<file path="config.mk">
export PLATFORM = sky130hd
export DESIGN_NAME = pht_edge
export DESIGN_NICKNAME = d
export VERILOG_FILES = /design/src/hdl/pht_pkg.sv /design/src/hdl/pht_edge.sv
export SDC_FILE = /design/constraint.sdc
export NUM_CORES = 2
export LEC_CHECK = 0
export ABC_CLOCK_PERIOD_IN_PS = 27400
export BUFFER_PORTS_ARGS = -buffer_cell sky130_fd_sc_hd__buf_2
export CAP_MARGIN = 30
export CORE_MARGIN = 5
export CORE_UTILIZATION = 40
export CTS_CLUSTER_SIZE = 14
export DETAILED_ROUTE_END_ITERATION = 6
export PLACE_DENSITY = 0.68
export SYNTH_ARGS = -nofsm -noshare
export SYNTH_HDL_FRONTEND = slang
export SYNTH_SLANG_ARGS = --single-unit
</file>
<file path="constraint.sdc">
create_clock -name clk -period 27.4 [get_ports clk]
set_input_delay 2.74 -clock clk [delete_from_list [all_inputs] [get_ports clk]]
set_output_delay 2.74 -clock clk [all_outputs]
set_load 0.01 [all_outputs]
</file>
<file path="src/hdl/pht_pkg.sv">
// shared constants and control type for the polygon hit-test block
`default_nettype none
package pht_pkg;

  // payload field widths
  localparam int FIELD_W = 16;
  localparam int IDX_W   = 7;
  localparam int HIT_W   = 8;

  // saturation limit of the hit counter
  localparam logic [HIT_W-1:0] HIT_SAT = 8'd255;

  // parameter defaults
  localparam int SHAPE_LIMIT_DEF = 128;
  localparam int COORD_WIDTH_DEF = 16;

  // per-beat control carried down the pipeline
  typedef struct packed {
    logic edge_v;      // the edge from the previous vertex is live
    logic close_v;     // the closing edge is live and the shape closes
    logic last_scene;  // beat ends the scene and emits a result
  } pht_ctl_t;

endpackage
`default_nettype wire

</file>
<file path="src/hdl/pht_edge.sv">
// one edge crossing unit: differences and cross products, registered
`default_nettype none
module pht_edge import pht_pkg::*; #(
  parameter int CW = COORD_WIDTH_DEF
) (
  input  wire logic                 clk,
  input  wire logic                 en,
  input  wire logic signed [CW-1:0] xi,
  input  wire logic signed [CW-1:0] yi,
  input  wire logic signed [CW-1:0] xj,
  input  wire logic signed [CW-1:0] yj,
  input  wire logic signed [CW-1:0] tx,
  input  wire logic signed [CW-1:0] ty,
  output logic                      straddle_r,
  output logic                      dy_pos_r,
  output logic signed [2*CW+1:0]    lhs_r,
  output logic signed [2*CW+1:0]    rhs_r
);

  logic signed [CW:0]     dy, dtx, dxj, dty;
  logic signed [2*CW+1:0] lhs_nxt, rhs_nxt;

  // differences, one bit wider than the coordinates
  assign dy  = (CW+1)'(yj) - (CW+1)'(yi);
  assign dtx = (CW+1)'(tx) - (CW+1)'(xi);
  assign dxj = (CW+1)'(xj) - (CW+1)'(xi);
  assign dty = (CW+1)'(ty) - (CW+1)'(yi);

  // cross-multiplied form of the crossing abscissa compare
  assign lhs_nxt = dtx * dy;
  assign rhs_nxt = dxj * dty;

  always_ff @(posedge clk) begin
    if (en) begin
      straddle_r <= (yi > ty) != (yj > ty);
      dy_pos_r   <= dy > 0;
      lhs_r      <= lhs_nxt;
      rhs_r      <= rhs_nxt;
    end
  end

endmodule
`default_nettype wire

</file>
Yosys cells after proc, flatten, opt, wreduce, memory -nomap -nowiden
Cells that the tools add are included.
{ "word_totals": {"ff_bits": 70, "out_inout_bits": 70} }
{ "op_classes": {"magnitude_cmp": 3, "multipliers": 2, "addsub": 4, "eq_ne": 1} }
{ "op_table": {"columns": ["cell", "n"], "rows": [
  ["17-bit by 17-bit multiplier with 34-bit output", 2],
  ["16-bit by 16-bit subtractor with 17-bit output", 4],
  ["16-bit > comparator", 2],
  ["17-bit by 1-bit > comparator with 1-bit output (second input constant)", 1],
  ["1-bit inequality test", 1]
]} }

Logic depth before layout (Yosys ltp)
{ "depth": {"word_depth": 2, "mapped_depth": 37, "depth_no_buf": 35} }

Worst setup path after synthesis
Ideal clock, no wire load.
{ "synth_timing": {"path_kind": "in2reg", "start": "input port tx[0]", "end": "register lhs_r[32], data pin", "path_stages": 34, "setup_ns": 0.261, "arrival_time_ns": 10.458, "slack_ns": 16.681, "required_ns": 27.139, "path_cell_list": "inv_1 ha_1 inv_1 fa_1 a21o_1 a21oi_1 o21bai_1 a41oi_2 o211a_1 nand2b_1 a21oi_1 xnor2_1 buf_2 nand2_1 fa_1 inv_1 fa_1 inv_1 fa_1 inv_1 fa_1 fa_1 inv_1 fa_1 inv_1 ha_1 and3_1 and2_1 a211o_1 o22a_1 a31o_2 a221oi_1 a21oi_1 a311o_1"} }
{ "synth_between": {"elab_chain_cells": 2} }
{ "synth_rtl": {"columns": ["element", "line", "text"], "rows": [
  ["start: declaration", "pht_edge.sv:12", "input wire logic signed [CW-1:0] tx,"],
  ["16-bit by 16-bit subtractor with 17-bit output", "pht_edge.sv:25", "assign dtx = (CW+1)'(tx) - (CW+1)'(xi);"],
  ["17-bit by 17-bit multiplier with 34-bit output", "pht_edge.sv:30", "assign lhs_nxt = dtx * dy;"],
  ["via lhs_nxt[32]", "pht_edge.sv:21", "logic signed [2*CW+1:0] lhs_nxt, rhs_nxt;"],
  ["end signal: assignment", "pht_edge.sv:37", "lhs_r <= lhs_nxt;"],
  ["end: declaration", "pht_edge.sv:16", "output logic signed [2*CW+1:0] lhs_r,"]
]} }
The timed path passes the listed nets, and every way through them passes these cells.
A chain may end at the register's enable or synchronous reset.

Worst setup path after layout
{ "layout_timing": {"start": "input port xj[0]", "end": "register rhs_r[32], data pin"} }
{ "layout_between": {"elab_chain_cells": 2} }
{ "layout_rtl": {"columns": ["element", "line", "text"], "rows": [
  ["start: declaration", "pht_edge.sv:10", "input wire logic signed [CW-1:0] xj,"],
  ["16-bit by 16-bit subtractor with 17-bit output", "pht_edge.sv:26", "assign dxj = (CW+1)'(xj) - (CW+1)'(xi);"],
  ["17-bit by 17-bit multiplier with 34-bit output", "pht_edge.sv:31", "assign rhs_nxt = dxj * dty;"],
  ["via rhs_nxt[32]", "pht_edge.sv:21", null],
  ["end signal: assignment", "pht_edge.sv:38", "rhs_r <= rhs_nxt;"],
  ["end: declaration", "pht_edge.sv:17", "output logic signed [2*CW+1:0] rhs_r"]
]} }
The timed path passes the listed nets, and every way through them passes these cells.

==> out/metrics.yaml <==
status: "complete, no violations"
dp_hpwl_um: 61690
syn_avg_cell_area_um2: 9.142
layout_min_cycle_time_ns: 11.09
cts_buffers: 9
die_x_um: 270.1
antenna_found_initial: 40
tns_ns: 0
synth_edf_count: 70
post-route-period-util: 0.4046
required_ns: 27.56
htreeDepth: 3
syn_to_final_growth_pct: 8.929
synth_fp_nets: 3904
cts_tree: "built"
ys_ff_latch: 70
place_congestion: 0.9191
grt_max_degree: 54
io_buffers: 167
coreArea_um2: 67160
gr-total-overflow: 0
post_cts_resized: 0
firstDrtPassIters: 6
hold_depth: 1
setup_slack_ns: 16.31
ioPinCount: 168
path_clk_slew_ns: 0.08
synthArstFlopShare: 0
wl_um: 71560
dr.first_iter.drc_count: 1346
ys_seq_area_frac: 0.07768
arrival_ns: 11.25
vias: 20380
fin_nets: 4055
layout-drive-gt1-share: 0.08601
die_h_um: 270.1
grt_usage: 0.2010
clk_path_buf_depth: 2
hold_start: "en"
worstSetupPathType: "primary input to register"
fin_cells: 4013
netlist_area_um2: 27060
min_path_type: "primary input to register"
path_max_fanout: 17
maxCapViolations: 0
relSlewSlack: 0.2430
cp_num_buf_inv: 9
critical-path-top-delay-family: "adder cells"
dieArea_um2: 72950
post-cts-setup-buffers: 0
critPathMaxStageDelay_ns: 0.55
fillCellCount: 6532
netlist_instances: 2960
holdBufCountCts: 0
num_rows: 95
drtAntennaViolNets: 0
start_util: 0.4029
yosys_warnings: 0
worst_pin_slew_ns: 1.127
rsz0062_at_grt: "no"
via_per_inst: 5.078
setup_viol: 0
drc_errors: 0
maxSlewViolCount: 0
max_freq_mhz: 90.21
endpoint_kind: "register"
cts_root_buf: "clkbuf_16"
preCtsSetupSlack_ns: 15.90
ys_types: 80
cp_slowest_cell: "fa_1"
synth_ff_type: "edfxtp_1"
clock-sinks: 70
placedCellCount: 3972
grt_pass1_vias: 21239
finish.utilization: 0.4389
start_kind: "primary input"
grt_pass1_wl_um: 114900
routedWlPerCell_um: 17.83
finalHoldViolations: 0
min_to: "rhs_r[27]"
[synthesized netlist by cell type (9+ instances only)]
| library cell | count | area, µm² |
|---|---|---|
| nand2_1 | 346 | 1299 |
| nand2b_1 | 37 | 231.5 |
| nand3_1 | 28 | 140.1 |
| edfxtp_1 | 70 | 2102 |
| a21o_1 | 44 | 330.3 |
| nor2b_1 | 46 | 287.8 |
| xor2_1 | 46 | 402.9 |
| o21ai_1 | 11 | 55.05 |
| o21a_1 | 20 | 150.1 |
| and3_1 | 13 | 81.33 |
| buf_2 | 12 | 60.06 |
| or2_1 | 9 | 56.30 |
| and2_1 | 41 | 256.5 |
| nor2_1 | 277 | 1040 |
| xnor2_1 | 93 | 814.5 |
| inv_1 | 669 | 2511 |
| a21oi_1 | 77 | 385.4 |
| ha_1 | 250 | 3128 |
| nand4_1 | 9 | 56.30 |
| fa_1 | 596 | 11930 |
| clkbuf_1 | 63 | 236.5 |
| a31oi_1 | 11 | 68.82 |
| o21ai_0 | 43 | 215.2 |
| nor3_1 | 23 | 115.1 |
[metrics by stage]
step	instance area, µm²	hold slack, ns
finish	29480	2.736
global route	29440	2.738
CTS	29410	2.719
detailed placement	29120	3.153
global placement	29060	3.150
floorplan	27060	2.853
[worst max path at each step]
stage,startpoint,to,cells after the start
floorplan,tx[0],lhs_r[32],34
global placement,xj[0],rhs_r[32],36
detailed placement,xj[0],rhs_r[32],36
CTS,xj[0],rhs_r[32],36
global route,xj[0],rhs_r[32],36
finish,xj[0],rhs_r[32],36
[cell usage in the layout, fill, tap and decap left out, types with 5 or more instances in the layout]
cell       count
a211o_1        6
buf_2        166
nand2_1      346
nor2_1       277
inv_1        669
xnor2_2        5
or2_1          9
o21a_1        20
o21ai_0       43
and2_1        41
edfxtp_1      70
a21o_1        44
and3_1        13
o21bai_1       7
xnor2_1       89
a21oi_1       77
a21boi_1       6
nor2b_1       46
o21ai_1       11
a31oi_1       11
o211ai_1       6
nor3_1        23
a211oi_1       6
xor2_1        46
nand3_1       28
ha_1         250
clkbuf_16      9
nand4_1        9
buf_4         51
fa_1         596
nand2b_1      37
or2_2          7
diode_2       24
[sequential cells by signal, indices dropped and copies added (netlist names)]
| signal | cells |
|---|---|
| straddle_r | 1 |
| lhs_r | 34 |
| rhs_r | 34 |
| dy_pos_r | 1 |
[final cells by class]
type / instances / area [µm²] / area share
multi-input cells: 2140 / 22180 / 0.7524
clock buffers: 11 / 232.7 / 0.007895
diodes: 24 / 60.06 / 0.002038
inverters: 672 / 2524 / 0.08562
clock inverters: 5 / 60.06 / 0.002038
well taps: 873 / 1092 / 0.03706
flip-flops and latches: 70 / 2102 / 0.07131
repair buffers: 218 / 1229 / 0.04168
[layer usage]
| layer | vias to the layer above | track usage | part of all wire |
|---|---|---|---|
| li1 | 9348 | - | - |
| met1 | 10109 | 0.2603 | 0.39 |
| met2 | 756 | 0.3142 | 0.45 |
| met3 | 137 | 0.07693 | 0.12 |
| met4 | 30 | 0.06178 | 0.030 |
| met5 | - | 0 | 0.0026 |
[logic make-up (layout without fill, tap and decap cells)]
group	count (synthesis)	in the layout	synth area share
flip-flops	70	70	0.07768
XOR/XNOR	141	141	0.04619
other	0	24	0
buffers and inverters	750	906	0.1049
adder cells (fa/ha/maj)	846	846	0.5565
AND/OR/NAND/NOR	858	858	0.1395
AO/OA/AOI/OAI	291	291	0.07371
multiplexers	4	4	0.001480
Power is left out: the tool's default activity adds up to more than one toggle a clock period on the data nets, which glitch-free logic cannot reach.
