$ cat src/hdl/pht_pkg.sv
// shared constants and control type for the polygon hit-test block
`default_nettype none
package pht_pkg;

  // payload field widths
  localparam int FIELD_W = 16;
  localparam int IDX_W   = 7;
  localparam int HIT_W   = 8;

  // saturation limit of the hit counter
  localparam logic [HIT_W-1:0] HIT_SAT = 8'd255;

  // parameter defaults
  localparam int SHAPE_LIMIT_DEF = 128;
  localparam int COORD_WIDTH_DEF = 16;

  // per-beat control carried down the pipeline
  typedef struct packed {
    logic edge_v;      // the edge from the previous vertex is live
    logic close_v;     // the closing edge is live and the shape closes
    logic last_scene;  // beat ends the scene and emits a result
  } pht_ctl_t;

endpackage
`default_nettype wire

$ cat src/hdl/pht_front.sv
// input stage: vertex tracking and edge operand register
`default_nettype none
module pht_front import pht_pkg::*; #(
  parameter int CW = COORD_WIDTH_DEF
) (
  input  wire logic                   clk,
  input  wire logic                   rst_n,
  input  wire logic                   acc,
  input  wire logic                   s1_go,
  input  wire logic [FIELD_W-1:0]     point_x,
  input  wire logic [FIELD_W-1:0]     point_y,
  input  wire logic [FIELD_W-1:0]     vertex_x,
  input  wire logic [FIELD_W-1:0]     vertex_y,
  input  wire logic                   has_vertex,
  input  wire logic                   last_in_shape,
  input  wire logic                   last_in_scene,
  output logic                        s1_v,
  output pht_ctl_t                    s1_ctl,
  output logic signed [CW-1:0]        tx_r,
  output logic signed [CW-1:0]        ty_r,
  output logic signed [CW-1:0]        e_xi_r,
  output logic signed [CW-1:0]        e_yi_r,
  output logic signed [CW-1:0]        e_xj_r,
  output logic signed [CW-1:0]        e_yj_r,
  output logic signed [CW-1:0]        c_xi_r,
  output logic signed [CW-1:0]        c_yi_r
);

  logic [CW+FIELD_W-1:0] px_ext, py_ext, vx_ext, vy_ext;
  logic signed [CW-1:0]  tx, ty, vx, vy, fx_use, fy_use;
  logic signed [CW-1:0]  first_x_r, first_y_r, prev_x_r, prev_y_r;
  logic                  at_start_r, at_start_nxt;
  logic                  s1_v_r, s1_v_nxt;
  pht_ctl_t              ctl_r, ctl_nxt;
  logic                  shape_done;

  // coordinates: low CW bits of the field, read as two's complement
  assign px_ext = {{CW{1'b0}}, point_x};
  assign py_ext = {{CW{1'b0}}, point_y};
  assign vx_ext = {{CW{1'b0}}, vertex_x};
  assign vy_ext = {{CW{1'b0}}, vertex_y};
  assign tx = $signed(px_ext[CW-1:0]);
  assign ty = $signed(py_ext[CW-1:0]);
  assign vx = $signed(vx_ext[CW-1:0]);
  assign vy = $signed(vy_ext[CW-1:0]);

  // first vertex of the shape, this one when the shape opens here
  assign fx_use = at_start_r ? vx : first_x_r;
  assign fy_use = at_start_r ? vy : first_y_r;

  // control decode for the accepted beat
  assign shape_done = has_vertex & last_in_shape;
  always_comb begin
    ctl_nxt.edge_v     = has_vertex & ~at_start_r;
    ctl_nxt.close_v    = shape_done;
    ctl_nxt.last_scene = last_in_scene;
  end

  // shape-open flag
  always_comb begin
    at_start_nxt = at_start_r;
    if (acc) begin
      if (has_vertex) at_start_nxt = 1'b0;
      if (shape_done || last_in_scene) at_start_nxt = 1'b1;
    end
  end

  // stage occupancy
  assign s1_v_nxt = acc | (s1_v_r & ~s1_go);

  always_ff @(posedge clk) begin
    if (!rst_n) begin
      at_start_r <= 1'b1;
      s1_v_r     <= 1'b0;
    end else begin
      at_start_r <= at_start_nxt;
      s1_v_r     <= s1_v_nxt;
    end
  end

  // vertex history and edge operands
  always_ff @(posedge clk) begin
    if (acc) begin
      ctl_r  <= ctl_nxt;
      tx_r   <= tx;
      ty_r   <= ty;
      e_xi_r <= vx;
      e_yi_r <= vy;
      e_xj_r <= prev_x_r;
      e_yj_r <= prev_y_r;
      c_xi_r <= fx_use;
      c_yi_r <= fy_use;
      if (has_vertex) begin
        first_x_r <= fx_use;
        first_y_r <= fy_use;
        prev_x_r  <= vx;
        prev_y_r  <= vy;
      end
    end
  end

  assign s1_v   = s1_v_r;
  assign s1_ctl = ctl_r;

endmodule
`default_nettype wire

$ cat config.mk
export PLATFORM = sky130hd
export DESIGN_NAME = pht_front
export DESIGN_NICKNAME = d
export VERILOG_FILES = /design/src/hdl/pht_pkg.sv /design/src/hdl/pht_front.sv
export SDC_FILE = /design/constraint.sdc
export NUM_CORES = 1
export LEC_CHECK = 0
export BUFFER_PORTS_ARGS = -buffer_cell sky130_fd_sc_hd__clkbuf_2
export CAP_MARGIN = 10
export CORE_MARGIN = 10
export CORE_UTILIZATION = 50
export DETAILED_ROUTE_END_ITERATION = 6
export PLACE_DENSITY = 0.79
export SYNTH_ARGS = -nofsm -noshare
export SYNTH_HDL_FRONTEND = slang
export SYNTH_SLANG_ARGS = --single-unit
$ cat constraint.sdc
create_clock -name clk -period 2.74 [get_ports clk]
set_input_delay 0.137 -clock clk [delete_from_list [all_inputs] [get_ports clk]]
set_output_delay 0.137 -clock clk [all_outputs]
set_load 0.02 [all_outputs]
# Yosys cells after proc, flatten, opt, wreduce, memory -nomap -nowiden

Cells that the tools add are included.

Bits in registers: 197
Output and inout port bits: 132

Muxes and demuxes: 4
Bitwise gates (word level): 6
Reduce and logical (&&, ||, !) cells: 4

Operators by type and width:

| operator            | count |
|---|---|
| 2-to-1 mux 16 bit   | 2 |
| AND reduction 2 bit | 2 |
| bitwise AND 1 bit   | 3 |
| 2-to-1 mux 1 bit    | 2 |
| NOT 1 bit           | 2 |
| nonzero test 2 bit  | 1 |
| logical OR 1 bit    | 1 |
| bitwise OR 1 bit    | 1 |

# Logic depth before layout (Yosys ltp)

Word-level depth: 4
Depth in mapped cells: 3

# Worst setup path after synthesis

Ideal clock, no wire load.

Kind: input to register
From: input port acc
To: register at_start_r
Setup time: 0.213 ns
Arrival: 1.887 ns
Required time: 2.527 ns
Setup slack: 0.640 ns
Stages on the path: 2
Path buffers: 0
Path through: and2_1 -> a32oi_1

Longest elaborated chain between the ends: 1

Ends and longest elaborated chain:

| element                              | RTL line        | text |
|---|---|---|
| start, declared                      | pht_front.sv:8  | `input wire logic acc,` |
| AND reduction 2 bit (no source line) | n/a             |  |
| end signal, assigned                 | pht_front.sv:76 | `at_start_r <= at_start_nxt;` |
| end, declared                        | pht_front.sv:32 | `logic at_start_r, at_start_nxt;` |

Every way passes these cells.
A chain may end at the register's enable or synchronous reset.

# Worst setup path after layout

From: register at_start_r
To: register c_yi_r[14], data pin

Longest elaborated chain between the ends: 1

Ends and longest elaborated chain:

| element              | RTL line        | text |
|---|---|---|
| 2-to-1 mux 16 bit    | pht_front.sv:49 | `assign fy_use = at_start_r ? vy : first_y_r;` |
| named net fy_use[14] | pht_front.sv:30 | `logic signed [CW-1:0] tx, ty, vx, vy, fx_use, fy_use;` |
| end signal, assigned | pht_front.sv:92 | `c_yi_r <= fy_use;` |
| end, declared        | pht_front.sv:26 | `output logic signed [CW-1:0] c_yi_r` |

The timed path passes the listed nets, and every way through them passes these cells.

==> out/metrics.yaml <==
reg2reg_to: "c_yi_r[14]"
yosys.area.top_type: "edfxtp_1"
crit_path_start_kind: "register"
clkLatencyLatePin_ps: 420
final-hold-violation-count: 0
postCtsResizedCells: 0
synth_cells: 242
critical_path.max_stage_delay_ps: 690
cts-htree-levels: 4
grt_first_pass_wirelength_um: 21470
layout_common_cells: "clkbuf_2, edfxtp_1, dlygate4sd3_1"
synth.distinct_cells: 13
timing.setup.tns_ps: 0
critPathCaptureType: "register"
die_h_um: 134.0
total_power_w: 0.006752
core_area_sq_mm: 0.01267
rr_worst_depth: 2
io_buffers: 202
drc: 0
die_x_um: 134.0
die_area_sq_mm: 0.01795
hold_path_depth: 2
syn_area_sq_mm: 0.006495
maxCapViolCount: 0
grt_antenna_before_repair: 1
holdCritPathClass: "in -> reg"
first_pass_iters: 4
hold_start: "last_in_shape"
cp.required_ps: 2910
vdd_drop_max_mv: 0.4946
timing.rr.start: "at_start_r"
viasPerCell: 4.707
place_congestion: 0.7230
start_util_pct: 51.26
routed_wl_um: 14180
fmax_mhz: 634.2
holdPathEnd: "s1_ctl[1]"
worst_pin_slew_ps: 642.8
syn-mean-instance-area_sq_um: 26.84
ios: 203
crit_chain: "buf_12, mux2_2"
area_growth_pct: 38.51
numClockSinks: 197
rsz0062_at_grt: "no"
p_per_area_mw_per_mm2: 750.6
routed-via-count: 3370
leakagePower_nw: 3.661
hpwl_um: 8979
overflow: 0
crit_arrival_ps: 1750
mostFrequentLayoutCell: "clkbuf_2"
clk_pin_slew_ps: 70
worst-setup-path-type: "reg -> reg"
ys_warn_count: 0
final_layout_size_suffix_gt1_share_pct: 50.46
status: "completed"
holdWs_ps: 35.09
period_minus_slack_ps: 1577
drv_slew: 0
synthTopCellsByArea: "edfxtp_1, mux2_4, buf_12"
crit_fanout: 18
setup_viol: 0
cts.path.max_buffers: 2
synth-seq-cells: 197
cts_setup_buffers: 0
synth_top_area_share_pct: 90.16
grt_start_max_net_pins: 83
fin_skew_ps: 5.056
rows: 41
yosysSeqAreaShare_pct: 90.77
grt_usage_pct: 15.75
fin_crit_sh_pct: 57.55
root_buffer: "clkbuf_16"
postRouteAntennaNets: 0
max_slew_margin_pct: 57.15
crit_slowest_cell: "dfxtp_2"
grt_pass1_vias: 3654
post_drt_wl_per_cell_um: 19.81
syn-num-nets: 313
cts_tree: "built"
fin_nets: 601
drt_iter0_drc: 276
numCtsBuffers: 17
r2r_setup_slack_ps: 1160
==> how the worst max path moves through the flow <==
stage               start       endpoint  slack, ps  cells after the start
2_1_floorplan         acc     at_start_r        640                      2
3_3_place_gp   at_start_r     c_yi_r[14]       1190                      2
3_5_place_dp   at_start_r     c_yi_r[14]       1150                      2
4_1_cts        at_start_r     c_yi_r[14]       1140                      2
5_1_grt        at_start_r  first_y_r[14]       1110                      2
6_report       at_start_r     c_yi_r[14]       1160                      2
==> cell usage after synthesis <==
cell type,number
nor2_1,1
and2b_2,1
o21a_1,1
buf_6,1
nor2b_1,2
a32oi_1,1
dfxtp_1,2
mux2_4,29
mux2_2,3
o21ai_0,1
edfxtp_1,195
and2_1,2
buf_12,3
==> critical path: cells and delay by family, from the launching register on <==
kind,cells,cell delay [ps]
DFF,1,690
muxes,1,370
buffers and inverters,1,260
==> layout make-up <==
class / instances / area, sq um
clock buffer: 17 / 425.4
sequential: 197 / 5897
antenna: 1 / 2.502
fill: 762 / 3675
tap: 172 / 215.2
multi-input combinational: 41 / 529.3
clock inverter: 15 / 190.2
timing repair buffer: 273 / 1737
==> power by group <==
group / internal [W] / switching, W
registers: 0.00354 / 0.0000606
logic: 0.000234 / 0.000362
clock network: 0.00146 / 0.00110
==> routing by layer <==
layer  global-route usage, %  wire (um)  vias up
met1                   17.25       5348     1639
met4                   6.106        204        0
met5                       0          0        -
li1                        -          -     1559
met2                   27.04       7398      153
met3                   6.124       1231       19
==> per-stage QoR <==
stage / cell area (sq um) / util [%] / setup slack, ps / instances
3_3_place_gp: 7717 / 60.91 / 1189 / 617
4_1_cts: 8994 / 70.98 / 1143 / 715
3_5_place_dp: 7717 / 60.91 / 1150 / 617
6_report: 8996 / 71.00 / 1163 / 716
2_1_floorplan: 6495 / - / 640.0 / 242
5_1_grt: 8994 / 70.98 / 1105 / 715
==> timing repair <==
item | CTS | global route
hold buffers | 66 | 0
hold endpoints to repair | 99 | 0
endpoints found under the setup margin | 0 | 0
==> cells by family (layout without fill, tap and decap cells) <==
kind of cell    Yosys count  after routing  share of synthesized area (%)
simple gates              6              6                         0.5778
mux                      32             32                          7.224
other cells               0              1                              0
compound gates            3              3                         0.3275
flops                   197            197                          90.77
buf+inv                   4            305                          1.098
==> state kept, by name (all words and copies together) (netlist names) <==
signal	count
at_start_r	1
c_xi_r	16
c_yi_r	16
e_xi_r	16
e_xj_r	16
e_yi_r	16
e_yj_r	16
first_x_r	16
first_y_r	16
prev_x_r	16
prev_y_r	16
s1_ctl	3
s1_v	1
tx_r	16
ty_r	16
(Power assumes the default switching activity.)
